<file path="src/rtl/core/pidsep_pkg.sv">
package pidsep_pkg;

  localparam int unsigned GAIN_FRAC_BITS = 8;
  localparam int unsigned POS_WIDTH      = 16;

  localparam int unsigned GAIN_W   = 16;
  localparam int unsigned SEP_W    = 16;
  localparam int unsigned BOUND_W  = 16;
  localparam int unsigned LIMIT_W  = 15;
  localparam int unsigned DRIVE_W  = 16;
  localparam int unsigned SUM_W    = 32;
  localparam int unsigned CFG_IDX_W  = 3;
  localparam int unsigned CFG_DATA_W = 16;

  // error, its magnitude and the derivative difference
  localparam int unsigned ERR_W  = POS_WIDTH + 1;
  localparam int unsigned DERR_W = POS_WIDTH + 2;
  localparam int unsigned CMP_W  = (ERR_W > SEP_W) ? ERR_W : SEP_W;
  localparam int unsigned SUMX_W = ((ERR_W > SUM_W) ? ERR_W : SUM_W) + 1;

  // products of a zero-extended unsigned gain with signed operands
  localparam int unsigned PP_W  = GAIN_W + 1 + ERR_W;
  localparam int unsigned PD_W  = GAIN_W + 1 + DERR_W;
  localparam int unsigned PI_W  = GAIN_W + 1 + SUM_W;
  localparam int unsigned ACC_W = ((PD_W > PI_W) ? PD_W : PI_W) + 2;

  localparam int unsigned ROUND_ADD = (1 << GAIN_FRAC_BITS) - 1;

  // input register, integral stage, product stage, sum stage, output register
  localparam int unsigned PIPE_DEPTH = 5;

  localparam logic signed [SUM_W-1:0] SUM_MAX = {1'b0, {(SUM_W-1){1'b1}}};
  localparam logic signed [SUM_W-1:0] SUM_MIN = {1'b1, {(SUM_W-1){1'b0}}};

  localparam logic [GAIN_W-1:0]         GAIN_P_RST    = GAIN_W'(768);
  localparam logic [GAIN_W-1:0]         GAIN_I_RST    = GAIN_W'(0);
  localparam logic [GAIN_W-1:0]         GAIN_D_RST    = GAIN_W'(307);
  localparam logic signed [BOUND_W-1:0] SUM_UPPER_RST = BOUND_W'(200);
  localparam logic signed [BOUND_W-1:0] SUM_LOWER_RST = -BOUND_W'(200);
  localparam logic [LIMIT_W-1:0]        OUT_LIMIT_RST = LIMIT_W'(70);

  typedef enum logic [CFG_IDX_W-1:0] {
    CFG_GAIN_P    = 3'd0,
    CFG_GAIN_I    = 3'd1,
    CFG_GAIN_D    = 3'd2,
    CFG_SUM_UPPER = 3'd3,
    CFG_SUM_LOWER = 3'd4,
    CFG_OUT_LIMIT = 3'd5
  } cfg_idx_e;

  typedef struct packed {
    logic signed [ERR_W-1:0]  err;
    logic signed [DERR_W-1:0] derr;
    logic                     on;
    logic signed [SUM_W-1:0]  sum;   // zero when the integral path is off
  } integ_t;

endpackage

</file>
<file path="src/rtl/core/pidsep_if.sv">
interface pidsep_in_if;
  logic                                        valid;
  logic                                        ready;
  logic signed [pidsep_pkg::POS_WIDTH-1:0]     target;
  logic signed [pidsep_pkg::POS_WIDTH-1:0]     measured;
  logic        [pidsep_pkg::SEP_W-1:0]         separation_limit;

  modport source (output valid, target, measured, separation_limit, input ready);
  modport sink   (input valid, target, measured, separation_limit, output ready);
endinterface

interface pidsep_out_if;
  logic                                    valid;
  logic                                    ready;
  logic signed [pidsep_pkg::DRIVE_W-1:0]   drive;
  logic                                    integral_on;

  modport source (output valid, drive, integral_on, input ready);
  modport sink   (input valid, drive, integral_on, output ready);
endinterface

interface pidsep_cfg_if;
  logic                                  valid;
  logic                                  ready;
  logic [pidsep_pkg::CFG_IDX_W-1:0]      index;
  logic [pidsep_pkg::CFG_DATA_W-1:0]     data;

  modport source (output valid, index, data, input ready);
  modport sink   (input valid, index, data, output ready);
endinterface

</file>
<file path="src/rtl/core/pid_integral_separation_antiwindup.sv">
// Positional PID step with integral separation and anti-windup. Each accepted
// word (target, measured, separation_limit) yields one drive word, in order.
// The block takes one word per clock while the output is not stalled; the
// five register stages are input, integral update, the three gain products,
// their sum, and the truncated and clamped output. The error-sum register's
// compare, add and saturate logic is combinational, ahead of that register.
// Configuration writes are always ready and must only be issued while the
// pipeline is empty.
module pid_integral_separation_antiwindup (
  input  logic         clk_i,
  input  logic         rst_ni,
  pidsep_in_if.sink    in_i,
  pidsep_out_if.source out_o,
  pidsep_cfg_if.sink   cfg_i
);

  // configuration registers
  logic        [pidsep_pkg::GAIN_W-1:0]  gain_p_q, gain_i_q, gain_d_q;
  logic signed [pidsep_pkg::BOUND_W-1:0] sum_upper_q, sum_lower_q;
  logic        [pidsep_pkg::LIMIT_W-1:0] out_limit_q;

  // stage valids and enables
  logic v0_q, v1_q, v2_q, v3_q, v4_q;
  logic en0, en1, en2, en3, en4;

  // stage payloads
  logic signed [pidsep_pkg::POS_WIDTH-1:0] tgt0_q, meas0_q;
  logic        [pidsep_pkg::SEP_W-1:0]     sep0_q;
  pidsep_pkg::integ_t                      integ;
  pidsep_pkg::integ_t                      s1_q;
  logic signed [pidsep_pkg::PP_W-1:0]      pp_d, pp_q;
  logic signed [pidsep_pkg::PD_W-1:0]      pd_d, pd_q;
  logic signed [pidsep_pkg::PI_W-1:0]      pi_d, pi_q;
  logic                                    on2_q, on3_q, on4_q;
  logic signed [pidsep_pkg::ACC_W-1:0]     acc_d, acc_q;
  logic signed [pidsep_pkg::DRIVE_W-1:0]   drive_d, drive_q;

  assign cfg_i.ready = 1'b1;

  always_ff @(posedge clk_i or negedge rst_ni) begin
    if (!rst_ni) begin
      gain_p_q    <= pidsep_pkg::GAIN_P_RST;
      gain_i_q    <= pidsep_pkg::GAIN_I_RST;
      gain_d_q    <= pidsep_pkg::GAIN_D_RST;
      sum_upper_q <= pidsep_pkg::SUM_UPPER_RST;
      sum_lower_q <= pidsep_pkg::SUM_LOWER_RST;
      out_limit_q <= pidsep_pkg::OUT_LIMIT_RST;
    end else if (cfg_i.valid) begin
      unique case (cfg_i.index)
        pidsep_pkg::CFG_GAIN_P:    gain_p_q    <= cfg_i.data;
        pidsep_pkg::CFG_GAIN_I:    gain_i_q    <= cfg_i.data;
        pidsep_pkg::CFG_GAIN_D:    gain_d_q    <= cfg_i.data;
        pidsep_pkg::CFG_SUM_UPPER: sum_upper_q <= cfg_i.data;
        pidsep_pkg::CFG_SUM_LOWER: sum_lower_q <= cfg_i.data;
        pidsep_pkg::CFG_OUT_LIMIT: out_limit_q <= cfg_i.data[pidsep_pkg::LIMIT_W-1:0];
        default: ;
      endcase
    end
  end

  // a stage loads when it is empty or its word moves on
  assign en4 = !v4_q || out_o.ready;
  assign en3 = !v3_q || en4;
  assign en2 = !v2_q || en3;
  assign en1 = !v1_q || en2;
  assign en0 = !v0_q || en1;

  assign in_i.ready = en0;

  always_ff @(posedge clk_i or negedge rst_ni) begin
    if (!rst_ni) begin
      v0_q <= 1'b0;
      v1_q <= 1'b0;
      v2_q <= 1'b0;
      v3_q <= 1'b0;
      v4_q <= 1'b0;
    end else begin
      if (en0) v0_q <= in_i.valid;
      if (en1) v1_q <= v0_q;
      if (en2) v2_q <= v1_q;
      if (en3) v3_q <= v2_q;
      if (en4) v4_q <= v3_q;
    end
  end

  pidsep_integ u_integ (
    .clk_i       (clk_i),
    .rst_ni      (rst_ni),
    .advance_i   (v0_q && en1),
    .target_i    (tgt0_q),
    .measured_i  (meas0_q),
    .sep_i       (sep0_q),
    .sum_upper_i (sum_upper_q),
    .sum_lower_i (sum_lower_q),
    .integ_o     (integ)
  );

  assign pp_d = $signed({1'b0, gain_p_q}) * s1_q.err;
  assign pd_d = $signed({1'b0, gain_d_q}) * s1_q.derr;
  assign pi_d = $signed({1'b0, gain_i_q}) * s1_q.sum;

  assign acc_d = pidsep_pkg::ACC_W'(pp_q) + pidsep_pkg::ACC_W'(pd_q)
               + pidsep_pkg::ACC_W'(pi_q);

  pidsep_drive u_drive (
    .acc_i       (acc_q),
    .out_limit_i (out_limit_q),
    .drive_o     (drive_d)
  );

  always_ff @(posedge clk_i) begin
    if (en0 && in_i.valid) begin
      tgt0_q  <= in_i.target;
      meas0_q <= in_i.measured;
      sep0_q  <= in_i.separation_limit;
    end
    if (en1 && v0_q) begin
      s1_q <= integ;
    end
    if (en2 && v1_q) begin
      pp_q  <= pp_d;
      pd_q  <= pd_d;
      pi_q  <= pi_d;
      on2_q <= s1_q.on;
    end
    if (en3 && v2_q) begin
      acc_q <= acc_d;
      on3_q <= on2_q;
    end
    if (en4 && v3_q) begin
      drive_q <= drive_d;
      on4_q   <= on3_q;
    end
  end

  assign out_o.valid       = v4_q;
  assign out_o.drive       = drive_q;
  assign out_o.integral_on = on4_q;

endmodule

</file>
<file path="src/rtl/core/pidsep_integ.sv">
module pidsep_integ (
  input  logic                                    clk_i,
  input  logic                                    rst_ni,
  input  logic                                    advance_i,
  input  logic signed [pidsep_pkg::POS_WIDTH-1:0] target_i,
  input  logic signed [pidsep_pkg::POS_WIDTH-1:0] measured_i,
  input  logic        [pidsep_pkg::SEP_W-1:0]     sep_i,
  input  logic signed [pidsep_pkg::BOUND_W-1:0]   sum_upper_i,
  input  logic signed [pidsep_pkg::BOUND_W-1:0]   sum_lower_i,
  output pidsep_pkg::integ_t                      integ_o
);

  logic signed [pidsep_pkg::SUM_W-1:0]  error_sum_q, error_sum_d;
  logic signed [pidsep_pkg::ERR_W-1:0]  prev_err_q;
  logic signed [pidsep_pkg::ERR_W-1:0]  err;
  logic        [pidsep_pkg::ERR_W-1:0]  mag;
  logic                                 on;
  logic                                 add;
  logic signed [pidsep_pkg::SUM_W-1:0]  upper_x, lower_x;
  logic signed [pidsep_pkg::SUMX_W-1:0] sum_x;

  assign err = pidsep_pkg::ERR_W'(target_i) - pidsep_pkg::ERR_W'(measured_i);
  // most negative error wraps to itself, which reads correctly as unsigned
  assign mag = err[pidsep_pkg::ERR_W-1] ? pidsep_pkg::ERR_W'(-err) : pidsep_pkg::ERR_W'(err);
  assign on  = pidsep_pkg::CMP_W'(mag) < pidsep_pkg::CMP_W'(sep_i);

  assign upper_x = pidsep_pkg::SUM_W'(sum_upper_i);
  assign lower_x = pidsep_pkg::SUM_W'(sum_lower_i);
  assign sum_x   = pidsep_pkg::SUMX_W'(error_sum_q) + pidsep_pkg::SUMX_W'(err);

  always_comb begin
    // upper bound is tested first, so it wins when the bounds cross
    if (error_sum_q >= upper_x) begin
      add = (err <= 0);
    end else if (error_sum_q <= lower_x) begin
      add = (err >= 0);
    end else begin
      add = 1'b1;
    end

    error_sum_d = error_sum_q;
    if (on && add) begin
      if (sum_x > pidsep_pkg::SUMX_W'(pidsep_pkg::SUM_MAX)) begin
        error_sum_d = pidsep_pkg::SUM_MAX;
      end else if (sum_x < pidsep_pkg::SUMX_W'(pidsep_pkg::SUM_MIN)) begin
        error_sum_d = pidsep_pkg::SUM_MIN;
      end else begin
        error_sum_d = sum_x[pidsep_pkg::SUM_W-1:0];
      end
    end
  end

  always_comb begin
    integ_o.err  = err;
    integ_o.derr = pidsep_pkg::DERR_W'(err) - pidsep_pkg::DERR_W'(prev_err_q);
    integ_o.on   = on;
    integ_o.sum  = on ? error_sum_d : '0;
  end

  always_ff @(posedge clk_i or negedge rst_ni) begin
    if (!rst_ni) begin
      error_sum_q <= '0;
      prev_err_q  <= '0;
    end else if (advance_i) begin
      error_sum_q <= error_sum_d;
      prev_err_q  <= err;
    end
  end

endmodule

</file>
<file path="src/rtl/core/pidsep_drive.sv">
module pidsep_drive (
  input  logic signed [pidsep_pkg::ACC_W-1:0]   acc_i,
  input  logic        [pidsep_pkg::LIMIT_W-1:0] out_limit_i,
  output logic signed [pidsep_pkg::DRIVE_W-1:0] drive_o
);

  logic signed [pidsep_pkg::ACC_W-1:0] adj;
  logic signed [pidsep_pkg::ACC_W-1:0] quo;
  logic signed [pidsep_pkg::ACC_W-1:0] lim;

  // bias negatives so the arithmetic shift truncates toward zero
  assign adj = acc_i + (acc_i[pidsep_pkg::ACC_W-1] ?
                        pidsep_pkg::ACC_W'(pidsep_pkg::ROUND_ADD) : '0);
  assign quo = adj >>> pidsep_pkg::GAIN_FRAC_BITS;
  assign lim = pidsep_pkg::ACC_W'({1'b0, out_limit_i});

  always_comb begin
    if (quo > lim) begin
      drive_o = lim[pidsep_pkg::DRIVE_W-1:0];
    end else if (quo < -lim) begin
      drive_o = pidsep_pkg::DRIVE_W'(-lim);
    end else begin
      drive_o = quo[pidsep_pkg::DRIVE_W-1:0];
    end
  end

endmodule

</file>
<file path="src/flat_wrapper.sv">
// flat-port wrapper written by rule: the top's interface ports become plain ports
module pid_integral_separation_antiwindup_flat 
  (clk_i, rst_ni, in_i_valid, in_i_target, in_i_measured, in_i_separation_limit, in_i_ready, out_o_valid, out_o_drive, out_o_integral_on, out_o_ready, cfg_i_valid, cfg_i_index, cfg_i_data, cfg_i_ready);
  pidsep_in_if in_i_i ();
  pidsep_out_if out_o_i ();
  pidsep_cfg_if cfg_i_i ();
  input  logic clk_i;
  input  logic rst_ni;
  input wire logic [$bits(in_i_i.valid)-1:0] in_i_valid;
  input wire logic [$bits(in_i_i.target)-1:0] in_i_target;
  input wire logic [$bits(in_i_i.measured)-1:0] in_i_measured;
  input wire logic [$bits(in_i_i.separation_limit)-1:0] in_i_separation_limit;
  output wire logic [$bits(in_i_i.ready)-1:0] in_i_ready;
  output wire logic [$bits(out_o_i.valid)-1:0] out_o_valid;
  output wire logic [$bits(out_o_i.drive)-1:0] out_o_drive;
  output wire logic [$bits(out_o_i.integral_on)-1:0] out_o_integral_on;
  input wire logic [$bits(out_o_i.ready)-1:0] out_o_ready;
  input wire logic [$bits(cfg_i_i.valid)-1:0] cfg_i_valid;
  input wire logic [$bits(cfg_i_i.index)-1:0] cfg_i_index;
  input wire logic [$bits(cfg_i_i.data)-1:0] cfg_i_data;
  output wire logic [$bits(cfg_i_i.ready)-1:0] cfg_i_ready;
  assign in_i_i.valid = in_i_valid;
  assign in_i_i.target = in_i_target;
  assign in_i_i.measured = in_i_measured;
  assign in_i_i.separation_limit = in_i_separation_limit;
  assign in_i_ready = in_i_i.ready;
  assign out_o_valid = out_o_i.valid;
  assign out_o_drive = out_o_i.drive;
  assign out_o_integral_on = out_o_i.integral_on;
  assign out_o_i.ready = out_o_ready;
  assign cfg_i_i.valid = cfg_i_valid;
  assign cfg_i_i.index = cfg_i_index;
  assign cfg_i_i.data = cfg_i_data;
  assign cfg_i_ready = cfg_i_i.ready;
  pid_integral_separation_antiwindup u_core (.clk_i(clk_i), .rst_ni(rst_ni), .in_i(in_i_i), .out_o(out_o_i), .cfg_i(cfg_i_i));
endmodule
</file>
<file path="config.mk">
export PLATFORM = sky130hd
export DESIGN_NAME = pid_integral_separation_antiwindup_flat
export DESIGN_NICKNAME = d
export VERILOG_FILES = /design/src/rtl/core/pidsep_pkg.sv /design/src/rtl/core/pidsep_if.sv /design/src/rtl/core/pid_integral_separation_antiwindup.sv /design/src/rtl/core/pidsep_integ.sv /design/src/rtl/core/pidsep_drive.sv /design/src/flat_wrapper.sv
export SDC_FILE = /design/constraint.sdc
export NUM_CORES = 2
export LEC_CHECK = 0
export BUFFER_PORTS_ARGS = -buffer_cell sky130_fd_sc_hd__buf_4
export CORE_ASPECT_RATIO = 0.7
export CORE_MARGIN = 2
export CORE_UTILIZATION = 50
export DETAILED_ROUTE_END_ITERATION = 10
export GPL_ROUTABILITY_DRIVEN = 0
export GPL_TIMING_DRIVEN = 0
export PLACE_DENSITY = 0.75
export RECOVER_POWER = 25
export SYNTH_ARGS = -nofsm -noshare
export SYNTH_HDL_FRONTEND = slang
export SYNTH_SLANG_ARGS = --single-unit
</file>
<file path="constraint.sdc">
create_clock -name clk_i -period 17.2 [get_ports clk_i]
set_input_delay 0.86 -clock clk_i [delete_from_list [all_inputs] [get_ports clk_i]]
set_output_delay 0.86 -clock clk_i [all_outputs]
set_load 0.1 [all_outputs]
</file>
* After elaboration in Yosys (flattened, before gate mapping)
Cells that the tools add are included.
** Cells by class
- Reduce and logical (&&, ||, !) cells :: 23
- $mul :: 3
- Add/sub/neg operators :: 8
- $lt $le $gt $ge :: 9
- Mux-type cells :: 9
- Equal/unequal tests :: 5
** Operators by type and width (number)
- $mux W32 :: 3
- $add A51 B8 Y51 :: 1
- $lt A43 B51 Y1 :: 1
- $neg A15 Y51 :: 1
- $add A36 B49 Y50 :: 1
- $mul A17 B32 Y49 :: 1
- $gt A43 B16 Y1 :: 1
- $add A34 B35 Y36 :: 1
- $mul A17 B18 Y35 :: 1
- $mul A17 B17 Y34 :: 1
- $add A32 B17 Y33 :: 1
- $gt A33 B32 Y1 const B :: 1
- $lt A33 B32 Y1 const B :: 1
- $ge A32 B16 Y1 :: 1
- $le A32 B16 Y1 :: 1
- $sub A17 B17 Y18 :: 1
- $ge A17 B1 Y1 const B :: 1
- $le A17 B1 Y1 const B :: 1
- $lt A17 B16 Y1 :: 1
- $mux W17 :: 1
- $neg A17 Y17 :: 1
- $sub A16 B16 Y17 :: 1
- $mux W16 :: 1
- $mux W15 :: 1
- 10 further kinds :: 31
** Word-level totals
- Input bits :: 72
- Register bits after elaboration :: 453
- Output and inout bits :: 20
- Word-level logic and storage cells :: 86

* Logic depth before layout (Yosys ltp)
- Depth in word-level cells :: 7
- Gate-level depth with buffers :: 26
- Gate-level depth less buffers :: 24

* By module
Synthesis repeated with hierarchy kept, for this count alone.
** Unflattened totals
- Cells, all modules :: 6873
- Area total of the unflattened synthesis :: 66815.3 µm²
** By module, submodules not included
- pid_integral_separation_antiwindup :: area each 55089.1 µm², times used 1, cells an instance 5355, seq. area each 11631.2 µm²
- pidsep_integ :: area each 8165.3 µm², times used 1, cells an instance 1024, seq. area each 1226.2 µm²
- pidsep_drive :: area each 3560.9 µm², times used 1, cells an instance 494, seq. area each 0.0 µm²

* Least setup slack after synthesis
No wires, ideal clock.
- Path type :: reg2reg
- Start :: register u_core.s1_q[31] in the netlist's numbering
- End :: register u_core.pi_q[45] in the netlist's numbering (data pin)
- Setup time :: 285 ps
- Arrival :: 6404 ps
- Setup slack :: 10511 ps
- Buffers on the path :: 2
- Cell stages (with the launch flop) :: 23
- Path through :: edfxtp_1 clkbuf_1 nand2_1 inv_1 fa_1 fa_1 inv_1 fa_1 fa_1 inv_1 fa_1 fa_1 ha_1 clkbuf_1 a21o_1 a21o_1 a211o_1 nand3_1 nand2b_1 a21oi_1 nor2_1 a2111oi_0 o311ai_0
** On the way
- Longest elaborated chain between the ends :: 1
** Ends and longest elaborated chain
- start, declared :: RTL line pid_integral_separation_antiwindup.sv:30 : pidsep_pkg::integ_t s1_q;
- start signal, assigned :: RTL line pid_integral_separation_antiwindup.sv:118 : s1_q <= integ;
- $mul A17 B32 Y49 :: RTL line pid_integral_separation_antiwindup.sv:100 : assign pi_d = $signed({1'b0, gain_i_q}) * s1_q.sum;
- named net u_core.pi_d, one bit :: RTL line pid_integral_separation_antiwindup.sv:33 : logic signed [pidsep_pkg::PI_W-1:0] pi_d, pi_q;
- end signal, assigned :: RTL line pid_integral_separation_antiwindup.sv:123 : pi_q <= pi_d;
- end, declared :: RTL line pid_integral_separation_antiwindup.sv:33
The timed path passes the listed nets, and every way through them passes these cells.
A chain may end at the register's enable or synchronous reset.

* Final worst setup path
- Start :: register u_core.s1_q[67] in the netlist's numbering
- End :: register u_core.pp_q[33] in the netlist's numbering (data pin)
** On the way
- Longest elaborated chain between the ends :: 1
** Ends and longest elaborated chain
- $mul A17 B17 Y34 :: RTL line pid_integral_separation_antiwindup.sv:98 : assign pp_d = $signed({1'b0, gain_p_q}) * s1_q.err;
- named net u_core.pp_d, one bit :: RTL line pid_integral_separation_antiwindup.sv:31 : logic signed [pidsep_pkg::PP_W-1:0] pp_d, pp_q;
- end signal, assigned :: RTL line pid_integral_separation_antiwindup.sv:121 : pp_q <= pp_d;
- end, declared :: RTL line pid_integral_separation_antiwindup.sv:31
The timed path passes the listed nets, and every way through them passes these cells.

==> results.sh <==
export IMPL_finalMaxSlewViolations=152
export IMPL_cts_tree="built"
export IMPL_clock_path_buffers=3
export IMPL_critPathKind="reg -> reg"
export IMPL_clock_latency_ns=0.65
export IMPL_portBuffers=88
export IMPL_pre_cts_slack_ns=8.53
export IMPL_core_area_um2=131000
export IMPL_drtPass1Iterations=11
export IMPL_max_cap_viol_count=2
export IMPL_hpwl_um=153000
export IMPL_hold_path_end="u_core.tgt0_q[12]$_DFFE_PP_"
export IMPL_finalHoldViolations=0
export IMPL_period_share=0.518
export IMPL_rsz0062_at_grt="false"
export IMPL_synth_cells=6875
export IMPL_routed_wl_um=185000
export IMPL_drt_iter0_drc=4824
export IMPL_post_cts_buffers=0
export IMPL_vias=49900
export IMPL_ctsHoldBuffers=0
export IMPL_grt_max_degree=84
export IMPL_syn_avg_cell_area_um2=9.63
export IMPL_grtUsageTotal=0.279
export IMPL_critPathLaunchType="flop"
export IMPL_final_setup_worst_slack_ns=8.29
export IMPL_die_w_um=439
export IMPL_crit_path_top_delay_cell="edfxtp_1"
export IMPL_ys_seq_area_frac=0.194
export IMPL_pin_count=92
export IMPL_clock_fmax_mhz=112
export IMPL_synth_area_um2=66200
export IMPL_r2r_slack_ns=8.29
export IMPL_setup_viol=0
export IMPL_rows=111
export IMPL_syn_to_final_growth_pct=6.95
export IMPL_antenna_found_initial=9
export IMPL_syn_nets=8593
export IMPL_hold_path_class="in -> reg"
export IMPL_vias_per_cell=5.66
export IMPL_clock_skew_ns=0.0372
export IMPL_routedWlPerCell_um=21.0
export IMPL_whs_path_depth=1
export IMPL_grt_pass1_wl_um=291000
export IMPL_grt_overflow_total=0
export IMPL_async_flop_share=0.330
export IMPL_worst_slew_pin_slew_ns=5.12
export IMPL_rr_startpoint="u_core.s1_q[67]$_DFFE_PP_"
export IMPL_ys_warn_count=0
export IMPL_worstReg2RegEnd="u_core.pp_q[33]$_DFFE_PP_"
export IMPL_tns_ns=0
export IMPL_synth_edf_count=303
export IMPL_critPathMaxStageDelay_ns=1.00
export IMPL_path_max_fanout=10
export IMPL_multi_input_area_um2=47200
export IMPL_clkTransAtPathRegs_ns=0.07
export IMPL_path_buf_inv=4
export IMPL_hp_start="in_i_target[12]"
export IMPL_reg2reg_depth=22
export IMPL_drtAntennaViolNets=0
export IMPL_outcome="finished with violations"
export IMPL_cts_root_buf="clkbuf_16"
export IMPL_first_global_vias=50800
export IMPL_max_slew_margin=-2.41
export IMPL_cts_sinks=452
export IMPL_synth_seq_cells=452
export IMPL_die_y_um=308
export IMPL_fillCellCount=11500
export IMPL_crit_chain="clkbuf_1 > nand2b_1 > fa_1 > fa_1 > inv_1 > fa_1 > inv_1 > fa_1 > inv_1 > fa_1 > fa_1 > ha_1 > a21o_1 > a21o_1 > a21o_1 > a21oi_1 > nor2b_1 > nor4_1 > o22ai_1 > o41ai_1 > nor2_1 > a211oi_1"
export IMPL_worstPathRequired_ns=17.50
export IMPL_cp_common_cell="fa_1"
export IMPL_ctsResizeCount=0
export IMPL_post_route_min_period_ns=8.91
export IMPL_drive_gt1_frac=0.0523
export IMPL_initial_core_util=0.505
export IMPL_path_delay_family="adder cells"
export IMPL_failed_checks="DRC, capacitance limit, slew limit"
export IMPL_cts_made_buffers=48
export IMPL_critical_path_arrival_ns=9.21
export IMPL_synthDistinctLibCells=99
export IMPL_htree_levels=2
export IMPL_nNetsFinal=8738
export IMPL_die_area_um2=135000
export IMPL_synth_flop_cell="edfxtp_1"
export IMPL_crit_path_end_kind="flop"
export IMPL_drcViolationCount=14
export IMPL_regArea_um2=12900
==> through the flow <==
| step | instance area [um2] | instances | utilization | hold slack (ns) |
|---|---|---|---|---|
| finish | 70800 | 8820 | 0.540 | 0.403 |
| CTS | 70800 | 8811 | 0.540 | 0.238 |
| global route | 70800 | 8812 | 0.540 | 0.394 |
| global placement | 69000 | 8714 | 0.527 | 0.408 |
| floorplan | 66200 | 6875 | - | 0.400 |
| detailed placement | 69200 | 8721 | 0.528 | 0.423 |
==> layer usage <==
layer  vias to the layer above  track usage  wire (um)
met1                     24700        0.401      78000
met2                      2681        0.388      74500
li1                      22200            -          -
met4                         4       0.0644       4790
met3                       360        0.115      28100
met5                         -            0         23
==> worst max path at each step <==
| stage | end | slack, ns | cells after the start | start |
|---|---|---|---|---|
| after floorplan | u_core.pi_q[45]$_DFFE_PP_ | 10.51 | 22 | u_core.s1_q[31]$_SDFFCE_PN0P_ |
| after global placement | u_core.pp_q[33]$_DFFE_PP_ | 8.54 | 22 | u_core.s1_q[67]$_DFFE_PP_ |
| after detailed placement | u_core.pp_q[33]$_DFFE_PP_ | 8.53 | 22 | u_core.s1_q[67]$_DFFE_PP_ |
| after CTS | u_core.pp_q[33]$_DFFE_PP_ | 8.44 | 22 | u_core.s1_q[67]$_DFFE_PP_ |
| after global routing | u_core.gain_p_q[10]$_DFFE_PN0P_ | 7.84 | 2 | rst_ni |
| final | u_core.pp_q[33]$_DFFE_PP_ | 8.29 | 22 | u_core.s1_q[67]$_DFFE_PP_ |
==> area by class of cell <==
class,instances,share of cell area
diodes,9,0.000318
plain buffers,221,0.0125
clock buffers,57,0.0182
clock inverters,33,0.00463
inverters,1404,0.0745
multi-input cells,4798,0.667
flip-flops and latches,452,0.182
well taps,1751,0.0310
repair buffers,95,0.0106
==> cells in the mapped netlist (41+ instances only) <==
master | n | area [um2]
inv_1 | 1400 | 5260
fa_1 | 1044 | 20900
nand2_1 | 877 | 3290
ha_1 | 602 | 7530
and2_1 | 410 | 2560
edfxtp_1 | 303 | 9100
a21oi_1 | 250 | 1250
o21ai_0 | 210 | 1050
clkbuf_1 | 204 | 766
xnor2_1 | 187 | 1640
nor2_1 | 146 | 548
a21o_1 | 131 | 983
dfrtp_1 | 125 | 3130
mux2_2 | 82 | 923
xor2_1 | 76 | 666
nor3_1 | 69 | 345
nand3_1 | 65 | 325
nand2b_1 | 55 | 344
nand4_1 | 46 | 288
nor2b_1 | 41 | 257
==> flip-flops by register name (all words and copies together), names as in the netlist, 15 cells and up <==
| signal | count |
|---|---|
| u_core.gain_p_q | 16 |
| u_core.sum_upper_q | 16 |
| u_core.gain_i_q | 16 |
| u_core.out_o.drive | 16 |
| u_core.u_integ.error_sum_q | 32 |
| u_core.u_integ.prev_err_q | 17 |
| u_core.pi_q | 49 |
| u_core.s1_q | 68 |
| u_core.tgt0_q | 16 |
| u_core.pp_q | 34 |
| u_core.meas0_q | 16 |
| u_core.gain_d_q | 16 |
| u_core.acc_q | 50 |
| u_core.out_limit_q | 15 |
| u_core.pd_q | 35 |
| u_core.sep0_q | 16 |
| u_core.sum_lower_q | 16 |
==> cell usage in the layout, fill, tap and decap left out, types with 50 or more instances in the layout <==
| cell type | count |
|---|---|
| inv_1 | 1400 |
| nand3_1 | 65 |
| nand2_1 | 877 |
| mux2_2 | 82 |
| a21oi_1 | 250 |
| ha_1 | 602 |
| dfrtp_1 | 125 |
| a21o_1 | 131 |
| fa_1 | 1044 |
| nor2_1 | 146 |
| nand2b_1 | 55 |
| o21ai_0 | 210 |
| edfxtp_1 | 303 |
| and2_1 | 404 |
| nor3_1 | 69 |
| clkbuf_16 | 50 |
| clkbuf_1 | 213 |
| xor2_1 | 76 |
| xnor2_1 | 187 |
==> cell families after synthesis <==
logic type	share of synthesized area
AND/OR/NAND/NOR	0.135
adder cells (fa/ha/maj)	0.430
buffers and inverters	0.0930
AO/OA/AOI/OAI	0.0895
flip-flops	0.194
XOR/XNOR	0.0348
multiplexers	0.0232
other	0.0000567
==> worst register-to-register path, cell delays in order (launching register included) <==
cell and delay, ns:
edfxtp_1 1.00, clkbuf_1 0.54, nand2b_1 0.19, fa_1 0.53
fa_1 0.55, inv_1 0.06, fa_1 0.53, inv_1 0.06
fa_1 0.55, inv_1 0.08, fa_1 0.54, fa_1 0.55
ha_1 0.39, a21o_1 0.21, a21o_1 0.17, a21o_1 0.17
a21oi_1 0.15, nor2b_1 0.06, nor4_1 0.62, o22ai_1 0.25
o41ai_1 0.59, nor2_1 0.11, a211oi_1 0.67
Power is not shown: default switching activity piles up to over one toggle a cycle in this logic, so the estimate is an artifact.
